===== src/scntok_pkg.sv =====
// ----------------------------------------------------------------------------
// scntok_pkg
// Shared types, character codes and keyword tables for the scene text
// tokenizer.
// ----------------------------------------------------------------------------
`default_nettype none

package scntok_pkg;

  localparam int POS_W             = 24;
  localparam int LEN_W             = 10;
  localparam int LEN_MAX           = 1023;
  localparam int DEF_MAX_TOKEN_LEN = 1023;
  localparam int KW_NUM            = 11;
  localparam int KW_MAXLEN         = 18;
  localparam int FIFO_DEPTH        = 8;
  localparam int FIFO_AW           = 3;
  localparam int PUSH_MAX          = 2;

  localparam logic [POS_W-1:0]  POS_MAX = '1;
  localparam logic [KW_NUM-1:0] KW_ALL  = '1;

  // character codes
  localparam logic [7:0] CH_TAB    = 8'h09;
  localparam logic [7:0] CH_LF     = 8'h0A;
  localparam logic [7:0] CH_CR     = 8'h0D;
  localparam logic [7:0] CH_SPACE  = 8'h20;
  localparam logic [7:0] CH_DQUOTE = 8'h22;
  localparam logic [7:0] CH_HASH   = 8'h23;
  localparam logic [7:0] CH_SQUOTE = 8'h27;
  localparam logic [7:0] CH_LPAREN = 8'h28;
  localparam logic [7:0] CH_RPAREN = 8'h29;
  localparam logic [7:0] CH_PLUS   = 8'h2B;
  localparam logic [7:0] CH_COMMA  = 8'h2C;
  localparam logic [7:0] CH_MINUS  = 8'h2D;
  localparam logic [7:0] CH_DOT    = 8'h2E;
  localparam logic [7:0] CH_ZERO   = 8'h30;
  localparam logic [7:0] CH_NINE   = 8'h39;
  localparam logic [7:0] CH_UP_A   = 8'h41;
  localparam logic [7:0] CH_UP_E   = 8'h45;
  localparam logic [7:0] CH_UP_Z   = 8'h5A;
  localparam logic [7:0] CH_LBRACK = 8'h5B;
  localparam logic [7:0] CH_RBRACK = 8'h5D;
  localparam logic [7:0] CH_UNDER  = 8'h5F;
  localparam logic [7:0] CH_LO_A   = 8'h61;
  localparam logic [7:0] CH_LO_Z   = 8'h7A;
  localparam logic [7:0] CH_LBRACE = 8'h7B;
  localparam logic [7:0] CH_RBRACE = 8'h7D;

  // keyword text, right aligned: the first character sits in the highest used byte
  localparam logic [8*KW_MAXLEN-1:0] KW_TEXT [KW_NUM] = '{
    "MaterialBinding", "value", {"PER_VERTEX", "_INDEXED"}, "Background",
    "skyColor", "Coordinate3", "point", "Material", "emissiveColor",
    "IndexedFaceSet", "coordIndex"
  };
  localparam logic [4:0] KW_LEN [KW_NUM] = '{
    5'd15, 5'd5, 5'd18, 5'd10, 5'd8, 5'd11, 5'd5, 5'd8, 5'd13, 5'd14, 5'd10
  };

  typedef enum logic [4:0] {
    TK_END, TK_LPAREN, TK_RPAREN, TK_LBRACKET, TK_RBRACKET, TK_LBRACE,
    TK_RBRACE, TK_PLUS, TK_MINUS, TK_COMMA, TK_KEYWORD, TK_NUMBER,
    TK_STRING, TK_OTHER, TK_BAD_KEYWORD, TK_BAD_NUMBER, TK_OPEN_STRING
  } token_kind_t;

  typedef enum logic [2:0] {
    MODE_IDLE, MODE_COMMENT, MODE_IDENT, MODE_NUMBER, MODE_STRING
  } scan_mode_t;

  typedef struct packed {
    scan_mode_t         mode;
    logic [KW_NUM-1:0]  cand;
    logic [LEN_W-1:0]   run_len;
    logic [POS_W-1:0]   run_start;
    logic [POS_W-1:0]   pos;
    logic               dot;
    logic               expo;
    logic               prev_e;
    logic               qsingle;
  } scan_state_t;

  localparam scan_state_t SCAN_RESET = '{
    mode: MODE_IDLE, cand: KW_ALL, run_len: '0, run_start: '0, pos: '0,
    dot: 1'b0, expo: 1'b0, prev_e: 1'b0, qsingle: 1'b0
  };

  typedef struct packed {
    token_kind_t        kind;
    logic [3:0]         kw_idx;
    logic [POS_W-1:0]   start;
    logic [LEN_W-1:0]   len;
    logic [7:0]         chr;
    logic               last;
  } result_t;

  // results of one byte, handed to the output queue
  typedef struct packed {
    logic [1:0] cnt;
    result_t    r0;
    result_t    r1;
  } push_t;

  typedef struct packed {
    logic       hit;
    logic [3:0] idx;
  } kw_hit_t;

  function automatic result_t mk_res(token_kind_t kind, logic [3:0] kw_idx,
                                     logic [POS_W-1:0] start, logic [LEN_W-1:0] len,
                                     logic [7:0] chr);
    result_t r;
    r.kind   = kind;
    r.kw_idx = kw_idx;
    r.start  = start;
    r.len    = len;
    r.chr    = chr;
    r.last   = 1'b0;
    return r;
  endfunction

  function automatic logic is_alpha(logic [7:0] b);
    return (b >= CH_UP_A && b <= CH_UP_Z) || (b >= CH_LO_A && b <= CH_LO_Z);
  endfunction

  function automatic logic is_digit(logic [7:0] b);
    return b >= CH_ZERO && b <= CH_NINE;
  endfunction

  function automatic token_kind_t punct_kind(logic [7:0] b);
    token_kind_t k;
    unique case (b)
      CH_LPAREN: k = TK_LPAREN;
      CH_RPAREN: k = TK_RPAREN;
      CH_LBRACK: k = TK_LBRACKET;
      CH_RBRACK: k = TK_RBRACKET;
      CH_LBRACE: k = TK_LBRACE;
      CH_RBRACE: k = TK_RBRACE;
      CH_PLUS:   k = TK_PLUS;
      CH_MINUS:  k = TK_MINUS;
      CH_COMMA:  k = TK_COMMA;
      default:   k = TK_END;
    endcase
    return k;
  endfunction

  // keep the keywords whose character at run_len equals b
  function automatic logic [KW_NUM-1:0] kw_narrow(logic [KW_NUM-1:0] cand,
                                                  logic [LEN_W-1:0] run_len,
                                                  logic [7:0] b);
    logic [KW_NUM-1:0] keep;
    logic [4:0]        i;
    int                sh;
    keep = '0;
    i    = run_len[4:0];
    for (int k = 0; k < KW_NUM; k++) begin
      sh = 8 * (int'(KW_LEN[k]) - int'(i) - 1);
      if (cand[k] && run_len < LEN_W'(KW_LEN[k])) begin
        if (KW_TEXT[k][sh +: 8] == b) begin
          keep[k] = 1'b1;
        end
      end
    end
    return keep;
  endfunction

  // lowest numbered candidate whose length equals run_len
  function automatic kw_hit_t kw_match(logic [KW_NUM-1:0] cand,
                                       logic [LEN_W-1:0] run_len);
    kw_hit_t h;
    h = '0;
    for (int k = KW_NUM - 1; k >= 0; k--) begin
      if (cand[k] && run_len == LEN_W'(KW_LEN[k])) begin
        h.hit = 1'b1;
        h.idx = 4'(k);
      end
    end
    return h;
  endfunction

endpackage

`default_nettype wire


===== src/scntok_core.sv =====
// ----------------------------------------------------------------------------
// scntok_core
// Input register, scanner state and the per-byte token logic; yields up to
// two results for each registered byte.
// ----------------------------------------------------------------------------
`default_nettype none

module scntok_core #(
  parameter int MAX_TOKEN_LEN = scntok_pkg::DEF_MAX_TOKEN_LEN
) (
  input  wire logic              clk,
  input  wire logic              rst,
  input  wire logic              accept,
  input  wire logic              op,
  input  wire logic [7:0]        text_byte,
  output scntok_pkg::push_t      push
);
  import scntok_pkg::*;

  localparam int LenCap = (MAX_TOKEN_LEN < LEN_MAX) ? MAX_TOKEN_LEN : LEN_MAX;
  localparam logic [LEN_W-1:0] LEN_CAP = LEN_W'(LenCap);

  logic        in_vld;
  logic        in_op;
  logic [7:0]  in_byte;

  scan_state_t st, st_next;
  result_t     res [2];
  logic [1:0]  n;
  logic        again;
  logic        bad;
  logic        ext;
  logic [LEN_W-1:0] run_grow;
  kw_hit_t     hit;
  token_kind_t pk;
  result_t     id_res;

  always_ff @(posedge clk) begin
    if (rst) begin
      in_vld <= 1'b0;
    end else begin
      in_vld <= accept;
    end
  end

  always_ff @(posedge clk) begin
    if (accept) begin
      in_op   <= op;
      in_byte <= text_byte;
    end
  end

  always_ff @(posedge clk) begin
    if (rst) begin
      st <= SCAN_RESET;
    end else begin
      st <= st_next;
    end
  end

  always_comb begin
    hit      = kw_match(st.cand, st.run_len);
    pk       = punct_kind(in_byte);
    run_grow = (st.run_len < LEN_CAP) ? st.run_len + LEN_W'(1) : st.run_len;
    ext      = is_digit(in_byte) || in_byte == CH_DOT || in_byte == CH_UP_E ||
               in_byte == CH_PLUS || in_byte == CH_MINUS;
    bad      = (in_byte == CH_DOT && st.dot) || (in_byte == CH_UP_E && st.expo) ||
               ((in_byte == CH_PLUS || in_byte == CH_MINUS) && !st.prev_e);
    id_res   = hit.hit ? mk_res(TK_KEYWORD, hit.idx, st.run_start, st.run_len, '0)
                       : mk_res(TK_BAD_KEYWORD, '0, st.run_start, st.run_len, '0);

    st_next = st;
    res[0]  = mk_res(TK_END, '0, '0, '0, '0);
    res[1]  = mk_res(TK_END, '0, '0, '0, '0);
    n       = 2'd0;
    again   = 1'b0;

    if (in_vld) begin
      if (in_op) begin
        // end of text: flush the open token, then the end token
        case (st.mode)
          MODE_IDENT: begin
            res[0] = id_res;
            n      = 2'd1;
          end
          MODE_NUMBER: begin
            res[0] = mk_res(TK_NUMBER, '0, st.run_start, st.run_len, '0);
            n      = 2'd1;
          end
          MODE_STRING: begin
            res[0] = mk_res(TK_OPEN_STRING, '0, st.run_start, st.run_len, '0);
            n      = 2'd1;
          end
          default: ;
        endcase
        res[n[0]] = mk_res(TK_END, '0, st.pos, '0, '0);
        n         = n + 2'd1;
        st_next   = SCAN_RESET;
      end else begin
        case (st.mode)
          MODE_COMMENT: begin
            if (in_byte == CH_LF || in_byte == CH_CR) begin
              st_next.mode = MODE_IDLE;
            end
          end
          MODE_IDENT: begin
            if (is_alpha(in_byte) || is_digit(in_byte) || in_byte == CH_UNDER) begin
              st_next.cand    = kw_narrow(st.cand, st.run_len, in_byte);
              st_next.run_len = run_grow;
            end else begin
              res[0]       = id_res;
              n            = 2'd1;
              st_next.mode = MODE_IDLE;
              again        = 1'b1;
            end
          end
          MODE_NUMBER: begin
            if (ext && !bad) begin
              if (in_byte == CH_DOT) begin
                st_next.dot = 1'b1;
              end
              if (in_byte == CH_UP_E) begin
                st_next.expo = 1'b1;
              end
              st_next.prev_e  = (in_byte == CH_UP_E);
              st_next.run_len = run_grow;
            end else begin
              // a bad byte inside number text marks it malformed
              res[0]       = mk_res(ext ? TK_BAD_NUMBER : TK_NUMBER, '0,
                                    st.run_start, st.run_len, '0);
              n            = 2'd1;
              st_next.mode = MODE_IDLE;
              again        = 1'b1;
            end
          end
          MODE_STRING: begin
            if (in_byte == (st.qsingle ? CH_SQUOTE : CH_DQUOTE)) begin
              res[0]       = mk_res(TK_STRING, '0, st.run_start, st.run_len, '0);
              n            = 2'd1;
              st_next.mode = MODE_IDLE;
            end else begin
              st_next.run_len = run_grow;
            end
          end
          default: begin
            st_next.mode = MODE_IDLE;
            again        = 1'b1;
          end
        endcase

        // the byte is scanned anew from idle: whitespace, a comment or a new token
        if (again) begin
          if (in_byte == CH_SPACE || in_byte == CH_TAB ||
              in_byte == CH_LF || in_byte == CH_CR) begin
            st_next.mode = MODE_IDLE;
          end else if (in_byte == CH_HASH) begin
            st_next.mode = MODE_COMMENT;
          end else if (pk != TK_END) begin
            res[n[0]] = mk_res(pk, '0, st.pos, LEN_W'(1), in_byte);
            n         = n + 2'd1;
          end else begin
            st_next.run_start = st.pos;
            if (is_alpha(in_byte)) begin
              st_next.mode    = MODE_IDENT;
              st_next.cand    = kw_narrow(KW_ALL, '0, in_byte);
              st_next.run_len = LEN_W'(1);
            end else if (is_digit(in_byte)) begin
              st_next.mode    = MODE_NUMBER;
              st_next.run_len = LEN_W'(1);
              st_next.dot     = 1'b0;
              st_next.expo    = 1'b0;
              st_next.prev_e  = 1'b0;
            end else if (in_byte == CH_DQUOTE || in_byte == CH_SQUOTE) begin
              st_next.mode    = MODE_STRING;
              st_next.run_len = '0;
              st_next.qsingle = (in_byte == CH_SQUOTE);
            end else begin
              res[n[0]] = mk_res(TK_OTHER, '0, st.pos, LEN_W'(1), in_byte);
              n         = n + 2'd1;
            end
          end
        end

        if (st.pos != POS_MAX) begin
          st_next.pos = st.pos + POS_W'(1);
        end
      end
    end

    if (n == 2'd1) begin
      res[0].last = 1'b1;
    end else if (n == 2'd2) begin
      res[1].last = 1'b1;
    end

    push.cnt = n;
    push.r0  = res[0];
    push.r1  = res[1];
  end

endmodule

`default_nettype wire


===== src/scntok_fifo.sv =====
// ----------------------------------------------------------------------------
// scntok_fifo
// Result queue: takes zero to two results a cycle, hands out one result a
// cycle on the output channel whenever pop is set.
// ----------------------------------------------------------------------------
`default_nettype none

module scntok_fifo (
  input  wire logic                      clk,
  input  wire logic                      rst,
  input  wire scntok_pkg::push_t         push,
  input  wire logic                      pop,
  output scntok_pkg::result_t            head,
  output logic [scntok_pkg::FIFO_AW:0]   level
);
  import scntok_pkg::*;

  result_t            mem [FIFO_DEPTH];
  logic [FIFO_AW-1:0] wr_ptr;
  logic [FIFO_AW-1:0] wr_ptr1;
  logic [FIFO_AW-1:0] rd_ptr;
  logic [FIFO_AW-1:0] wr_ptr_next;
  logic [FIFO_AW-1:0] rd_ptr_next;
  logic [FIFO_AW:0]   level_next;

  assign wr_ptr1     = wr_ptr + FIFO_AW'(1);
  assign wr_ptr_next = wr_ptr + FIFO_AW'(push.cnt);
  assign rd_ptr_next = rd_ptr + FIFO_AW'(pop);
  assign level_next  = level + (FIFO_AW + 1)'(push.cnt) - (FIFO_AW + 1)'(pop);
  assign head        = mem[rd_ptr];

  always_ff @(posedge clk) begin
    if (push.cnt != 2'd0) begin
      mem[wr_ptr] <= push.r0;
    end
    if (push.cnt == 2'd2) begin
      mem[wr_ptr1] <= push.r1;
    end
  end

  always_ff @(posedge clk) begin
    if (rst) begin
      wr_ptr <= '0;
      rd_ptr <= '0;
      level  <= '0;
    end else begin
      wr_ptr <= wr_ptr_next;
      rd_ptr <= rd_ptr_next;
      level  <= level_next;
    end
  end

endmodule

`default_nettype wire


===== src/scene_text_tokenizer.sv =====
// ----------------------------------------------------------------------------
// scene_text_tokenizer
// Byte-serial tokenizer for scene description text.
// ----------------------------------------------------------------------------
// Usage:
//   s_* carries one text byte per transaction (s_tuser = 1 marks end of text,
//   the byte is then ignored). m_* carries one token per transaction; m_tlast
//   flags the last token caused by one input byte.
//   A byte accepted on s_* sits in the input register and is scanned in
//   the next cycle; its tokens are written into the output queue, from
//   which the first one shows on m_*. The input runs at one byte per
//   cycle as long as tokens drain; a byte that ends one token and is
//   itself a one-byte token (or an end of text with a pending token)
//   makes two tokens. s_tready drops while the eight-entry output queue
//   holds more than four tokens, so a stalled receiver holds tokens in
//   the queue and soon stalls the sender.
//   Reset clears the scanner to the start of a new text at offset 0 and
//   empties the queue; end of text does the same for the scanner.
// ----------------------------------------------------------------------------
`default_nettype none

module scene_text_tokenizer #(
  parameter int MAX_TOKEN_LEN = scntok_pkg::DEF_MAX_TOKEN_LEN
) (
  input  wire logic        clk,
  input  wire logic        rst,
  input  wire logic        s_tvalid,
  output logic             s_tready,
  input  wire logic [7:0]  s_tdata,   // text_byte
  input  wire logic        s_tuser,   // op
  output logic             m_tvalid,
  input  wire logic        m_tready,
  output logic [47:0]      m_tdata,   // keyword_index, token_start, token_length, char_value
  output logic [4:0]       m_tuser,   // token_kind
  output logic             m_tlast    // last_of_run
);
  import scntok_pkg::*;

  logic             s_acc;
  logic             pop;
  push_t            push;
  result_t          head;
  logic [FIFO_AW:0] level;

  assign s_acc    = s_tvalid && s_tready;
  assign s_tready = level <= (FIFO_AW + 1)'(FIFO_DEPTH - 2 * PUSH_MAX);
  assign m_tvalid = level != '0;
  assign pop      = m_tvalid && m_tready;
  assign m_tdata  = {2'b00, head.chr, head.len, head.start, head.kw_idx};
  assign m_tuser  = head.kind;
  assign m_tlast  = head.last;

  scntok_core #(
    .MAX_TOKEN_LEN (MAX_TOKEN_LEN)
  ) u_core (
    .clk       (clk),
    .rst       (rst),
    .accept    (s_acc),
    .op        (s_tuser),
    .text_byte (s_tdata),
    .push      (push)
  );

  scntok_fifo u_fifo (
    .clk   (clk),
    .rst   (rst),
    .push  (push),
    .pop   (pop),
    .head  (head),
    .level (level)
  );

`ifndef ASSERT_OFF
  a_queue_bound: assert property (@(posedge clk) disable iff (rst)
    level <= (FIFO_AW + 1)'(FIFO_DEPTH))
    else $error("output queue overflow");

  a_end_emits: assert property (@(posedge clk) disable iff (rst)
    s_acc && s_tuser |=> push.cnt != 2'd0)
    else $error("end of text produced no token");

  a_push_count: assert property (@(posedge clk) disable iff (rst)
    push.cnt != 2'd3)
    else $error("more than two tokens from one byte");
`endif

endmodule

`default_nettype wire

===== config.mk =====
export PLATFORM = sky130hd
export DESIGN_NAME = scene_text_tokenizer
export DESIGN_NICKNAME = d
export VERILOG_FILES = /design/src/scntok_pkg.sv /design/src/scntok_core.sv /design/src/scntok_fifo.sv /design/src/scene_text_tokenizer.sv
export SDC_FILE = /design/constraint.sdc
export NUM_CORES = 1
export LEC_CHECK = 0
export ABC_AREA = 1
export ABC_CLOCK_PERIOD_IN_PS = 11900
export BUFFER_PORTS_ARGS = -buffer_cell sky130_fd_sc_hd__buf_4
export CAP_MARGIN = 40
export CELL_PAD_IN_SITES_DETAIL_PLACEMENT = 1
export CELL_PAD_IN_SITES_GLOBAL_PLACEMENT = 1
export CORE_MARGIN = 1
export CORE_UTILIZATION = 51
export DETAILED_ROUTE_END_ITERATION = 10
export PLACE_DENSITY_LB_ADDON = 0.1
export RECOVER_POWER = 25
export SYNTH_ARGS = -nofsm -noshare
export SYNTH_HDL_FRONTEND = slang
export SYNTH_SLANG_ARGS = --single-unit

===== constraint.sdc =====
create_clock -name clk -period 11.9 [get_ports clk]
set_input_delay 0.595 -clock clk [delete_from_list [all_inputs] [get_ports clk]]
set_output_delay 0.595 -clock clk [all_outputs]
set_load 0.01 [all_outputs]

== Word level (Yosys, flattened, before mapping) ==
Memories as Yosys holds them, arrays and structs flattened. A register that Yosys moved wholly into a read port is not among the register bits.
Cells that the tools add are included.
Storage, ports and cells
  bits of input ports: 13
  memories kept: 1
  register bits: 96
  word-level logic and storage cells: 337
  output and inout port bits: 56
  RAM bits: 416
Cells by class
  reduce and logical (&&, ||, !) cells: 61
  shifts and indexed selects: 11
  bitwise logic cells: 2
  $lt $le $gt $ge: 20
  equal/unequal tests: 61
  add/sub/neg operators: 25
  mux-type cells: 141
Memory list
  u_fifo.mem: words 8, bits a word 52, rd ports 1, clocked after Yosys merged registers in 1, wr ports 2, RTL line scntok_fifo.sv:18  | result_t mem [FIFO_DEPTH];
Operators with widths (number)
  $shiftx 144x32->8 const A: 11
  $mux 104: 9
  $mux 52: 8
  $bwmux 104: 3
  $pmux 52 s3: 2
  $sub 29x2->29 const B: 8
  $demux 52 s1: 2
  $eq 8x8->1: 12
  $mux 48: 2
  $mux 45: 2
  $eq 7x8->1 const A: 10
  $eq 8x6->1 const B: 10
  $mux 76: 1
  $eq 10x4->1 const B: 6
  $lt 10x4->1 const B: 6
  $mux 10: 6
  $mux 5: 11
  $mux 1: 51
  $mux 51: 1
  $mux 50: 1
  $eq 8x7->1 const B: 6
  $mux 3: 15
  $pmux 4 s9: 1
  $sub 4x5->6 const A: 6
  other kinds (51): 131

== Logic depth before layout (Yosys ltp) ==
  depth after elaboration: 30
  depth in mapped cells: 28

== Cells and area by module ==
Synthesis repeated with hierarchy kept, for this count alone.
Unflattened totals
  cell total of the unflattened synthesis: 5216
  area total of the unflattened synthesis: 35258.8 um^2
By module, submodules not included
  scntok_fifo: cells each 3382, instances 1, area each 25175.4 um^2
  scntok_core: cells each 1820, instances 1, area each 10012.1 um^2
  scene_text_tokenizer: cells each 14, instances 1, area each 71.3 um^2

== Worst setup path after synthesis ==
Ideal clock, no wire load.
  path kind: register to register
  start point: register u_core.in_byte[7]
  end point: memory u_fifo.mem[6][0] in the netlist's numbering, enable pin
  period minus slack after synthesis: 4.557 ns
  setup time: 0.411 ns
  slack: 7.343 ns
  stages on the path, launching flop included: 23
  data arrival time: 4.146 ns
  buffers on the path: 4
  cell sequence: edfxtp_1 > inv_2 > nand2_1 > nor2_1 > nand3_1 > nand3_1 > nor2_1 > o21ai_4 > nand3_2 > buf_4 > buf_2 > ha_1 > nor2_1 > nor2_1 > o21ai_1 > nand2_1 > nand2_1 > nand2_1 > nand2_4 > buf_6 > nand3_4 > buf_2 > nand2_1
RTL lines
  from (decl): RTL line scntok_core.sv:25  | logic [7:0] in_byte;
  from (signal assigned): RTL line scntok_core.sv:49  | in_byte <= text_byte;
  to (decl): RTL line scntok_fifo.sv:18

==> flow_summary.yaml <==
floorplan:
  dieArea_mm2: 0.0644
  start_util: 0.520
  design.core.area_mm2: 0.0622
  rows: 91
  die_height_um: 254
  die_x_um: 254
  ioPinCount: 69
sta:
  period_needed_ns: 9.07
  fmax_ghz: 0.110
  fin_setup_tns_ns: 0
  rsz0062_at_grt: "no"
  setup_viol: 0
  tightest_slew_ns: 3.73
  clock_skew_ns: 0.0268
  hold_slack_ns: 0.167
  setup_ws_ns: 2.83
  slew_viol_final: 251
  finalHoldViolCount: 0
  period_share: 0.762
  slew-limit-headroom: -1.49
logic_synthesis:
  ys.flop_type: "edfxtp_1"
  ys_types: 54
  avgSynthCellArea_um2: 7.41
  synth_edf_count: 425
  post-synth-top-area-cell: "edfxtp_1"
  syn_inst: 4365
  synth_common_cells: "nand2_1 (1288), nor2_1 (562), edfxtp_1 (425)"
  syn_area_mm2: 0.0323
  yosysWarnings: 0
  synth_seq_area_share: 0.449
  ys_seq_elements: 512
  yosysMostFrequentCell: "nand2_1"
  synth_async_sr_flop_share: 0
  synthTopCellsByArea: "edfxtp_1 (39%), nand2_1 (15%), nand4_1 (6.8%)"
  synth.top_cell.area_share: 0.395
global_route:
  grt_pass1_wl_mm: 194
  grt_pass1_vias: 33300
  grt.total_usage: 0.392
  antenna_found_initial: 0
  grt_overflow: 0
  grt_max_degree: 199
pwr:
  combPwrFrac: 0.328
  p_seq_frac: 0.378
  ir_drop_uv: 195
  p_leak_nw: 14.8
  p_sw_frac: 0.390
  power_mw: 5.69
  clkPwrFrac: 0.294
  p_switching_mw: 2.22
  power_density_mw_per_mm2: 163
  p_int_mw: 3.47
worst_setup_path:
  worst-setup-path-type: "flip-flop to flip-flop"
  path_cells: "inv_1 > nor2_1 > inv_1 > nor2_1 > inv_1 > o21ai_0 > nand2_1 > nand2_1 > o21ai_0 > nand3_1 > clkbuf_1 > ha_1 > o21ai_1 > clkinv_1 > nand4_2 > o21ai_0 > buf_4 > nand3_1 > nand2_4 > buf_16"
  timing.rr.start: "u_core.in_byte[0]"
  crit_path_end_kind: "flip-flop"
  r2r_cells: 20
  critPathRequiredTime_ns: 12.19
  cp-start-kind: "flip-flop"
  reg2reg_to: "u_fifo.mem[5][39]"
  crit_arrival_ns: 9.36
  cpPeakStageDelay_ns: 1.07
  r2r_setup_slack_ns: 2.83
  endpoint: "u_fifo.mem[5][39]"
  worstPathMaxFanout: 67
  slowest_stage: "nand3_1"
  worstSetupStartpoint: "u_core.in_byte[0]"
clock_network:
  hold_buffers: 0
  clkTransAtPathRegs_ns: 0.06
  numCtsBuffers: 56
  clock-sinks: 512
  post_cts.repair.setup_buffers: 0
  cts_resized: 0
  clk_path_buf_depth: 3
  clk_latency_ns: 0.65
  tritoncts: "built"
  cts_root_buf: "clkbuf_16"
  cts.htree.levels: 2
placement:
  dpl.hpwl_mm: 79.5
  dp_slack_ns: 5.36
  port_buffers: 66
  place_congestion: 0.931
drt:
  viasPerCell: 6.35
  drtIter0Drc: 3482
  dr.pass1.iters: 5
  ant_nets: 0
  wire_per_inst_um: 24.6
  vias: 32700
  wl_mm: 127
  drc: 0
finish:
  drive_above_1_share: 0.0610
  final_util: 0.562
  area_growth_pct: 7.98
  n_antenna_cell: 0
  nets: 4315
  final-seq-area_mm2: 0.0145
  nFillCells: 7879
  multiInputGateArea_mm2: 0.0153
run_status:
  status: "finished, violations left"
  violations: "capacitance limit, slew limit"
hold_path:
  min_path_type: "input port to flip-flop"
flow_run:
  drv_cap: 6
==> power groups by stage <==
stage / combinational [mW] / sequential, mW / clock [mW]
final: 1.87 / 2.15 / 1.67
after global routing: 2.02 / 2.16 / 1.74
after CTS: 1.92 / 2.15 / 1.68
after detailed placement: 1.90 / 2.18 / 0
after global placement: 1.81 / 2.18 / 0
after floorplan: 1.23 / 2.12 / 0
==> routing by layer <==
| layer | track usage | wire length (um) | vias up |
|---|---|---|---|
| met5 | 0 | 0 | - |
| met1 | 0.505 | 50100 | 16100 |
| met4 | 0.166 | 5250 | 0 |
| met3 | 0.0716 | 12300 | 385 |
| li1 | - | - | 14600 |
| met2 | 0.645 | 59200 | 1647 |
==> metrics by stage <==
step / cell area (um^2) / std cells
6_report: 34900 / 5147
5_1_grt: 34900 / 5147
4_1_cts: 35300 / 5147
3_5_place_dp: 33600 / 5045
3_3_place_gp: 33100 / 5019
2_1_floorplan: 32300 / 4366
==> area by class of cell <==
cell class                 instances  area share
sequential                       512       0.416
inverter                         325      0.0353
tap                              837      0.0300
clock inverter                    28     0.00595
multi-input combinational       3231       0.439
clock buffer                      74      0.0426
timing repair buffer             140      0.0314
==> how the worst min path moves through the flow <==
stage / slack, ns / from / depth (start not counted) / endpoint
floorplan: 0.42 / u_core.st[65] / 2 / u_core.st[65]
global placement: 0.46 / u_core.st[1] / 2 / u_core.st[1]
detailed placement: 0.48 / u_core.st[1] / 2 / u_core.st[1]
CTS: 0.12 / s_tuser / 1 / u_core.in_op
global route: 0.16 / s_tuser / 1 / u_core.in_op
finish: 0.17 / s_tuser / 1 / u_core.in_op
==> critical path: cells and delay by family (launching register included) <==
family,cells,cell delay [ns]
simple gates,8,3.14
buf+inv,7,2.99
compound gates,4,1.36
fa+ha+maj,1,0.30
flops,1,0.83
==> flip-flops by register name (all words and copies together) (netlist names) <==
register        cells
u_fifo.mem        416
u_core.st          76
u_core.in_byte      8
u_fifo.level        4
u_fifo.rd_ptr       3
u_fifo.wr_ptr       3
u_core.in_op        1
u_core.in_vld       1
==> cell usage in the layout, fill, tap and decap left out, types with 7 or more instances in the layout <==
| cell | instances |
|---|---|
| clkbuf_1 | 76 |
| nand3_1 | 176 |
| clkbuf_16 | 56 |
| a31oi_1 | 58 |
| clkbuf_4 | 9 |
| buf_4 | 53 |
| edfxtp_1 | 425 |
| nor2_2 | 27 |
| a21oi_2 | 19 |
| dfxtp_1 | 85 |
| nor3_1 | 43 |
| nand4_1 | 354 |
| o211ai_1 | 7 |
| nor2_4 | 19 |
| xor2_1 | 22 |
| inv_2 | 13 |
| nand2_1 | 1284 |
| o21ai_0 | 329 |
| buf_16 | 10 |
| ha_1 | 34 |
| clkinv_1 | 26 |
| a21oi_1 | 173 |
| o22ai_1 | 53 |
| inv_1 | 298 |
| nor2_1 | 556 |
==> cells by family (layout without fill, tap and decap cells) <==
group                      count (synthesis)  in the layout  share of synthesized area
adders and majority gates                 36             36                     0.0144
xor gates and xnor gates                  25             25                    0.00677
AOI/OAI and AO/OA                        674            674                      0.115
and+or+nand+nor                         2494           2494                      0.337
DFF                                      512            512                      0.449
buffers and inverters                    623            567                     0.0782
other                                      1              2                   0.000116
Note: power is estimated with default switching activity, not from simulation.
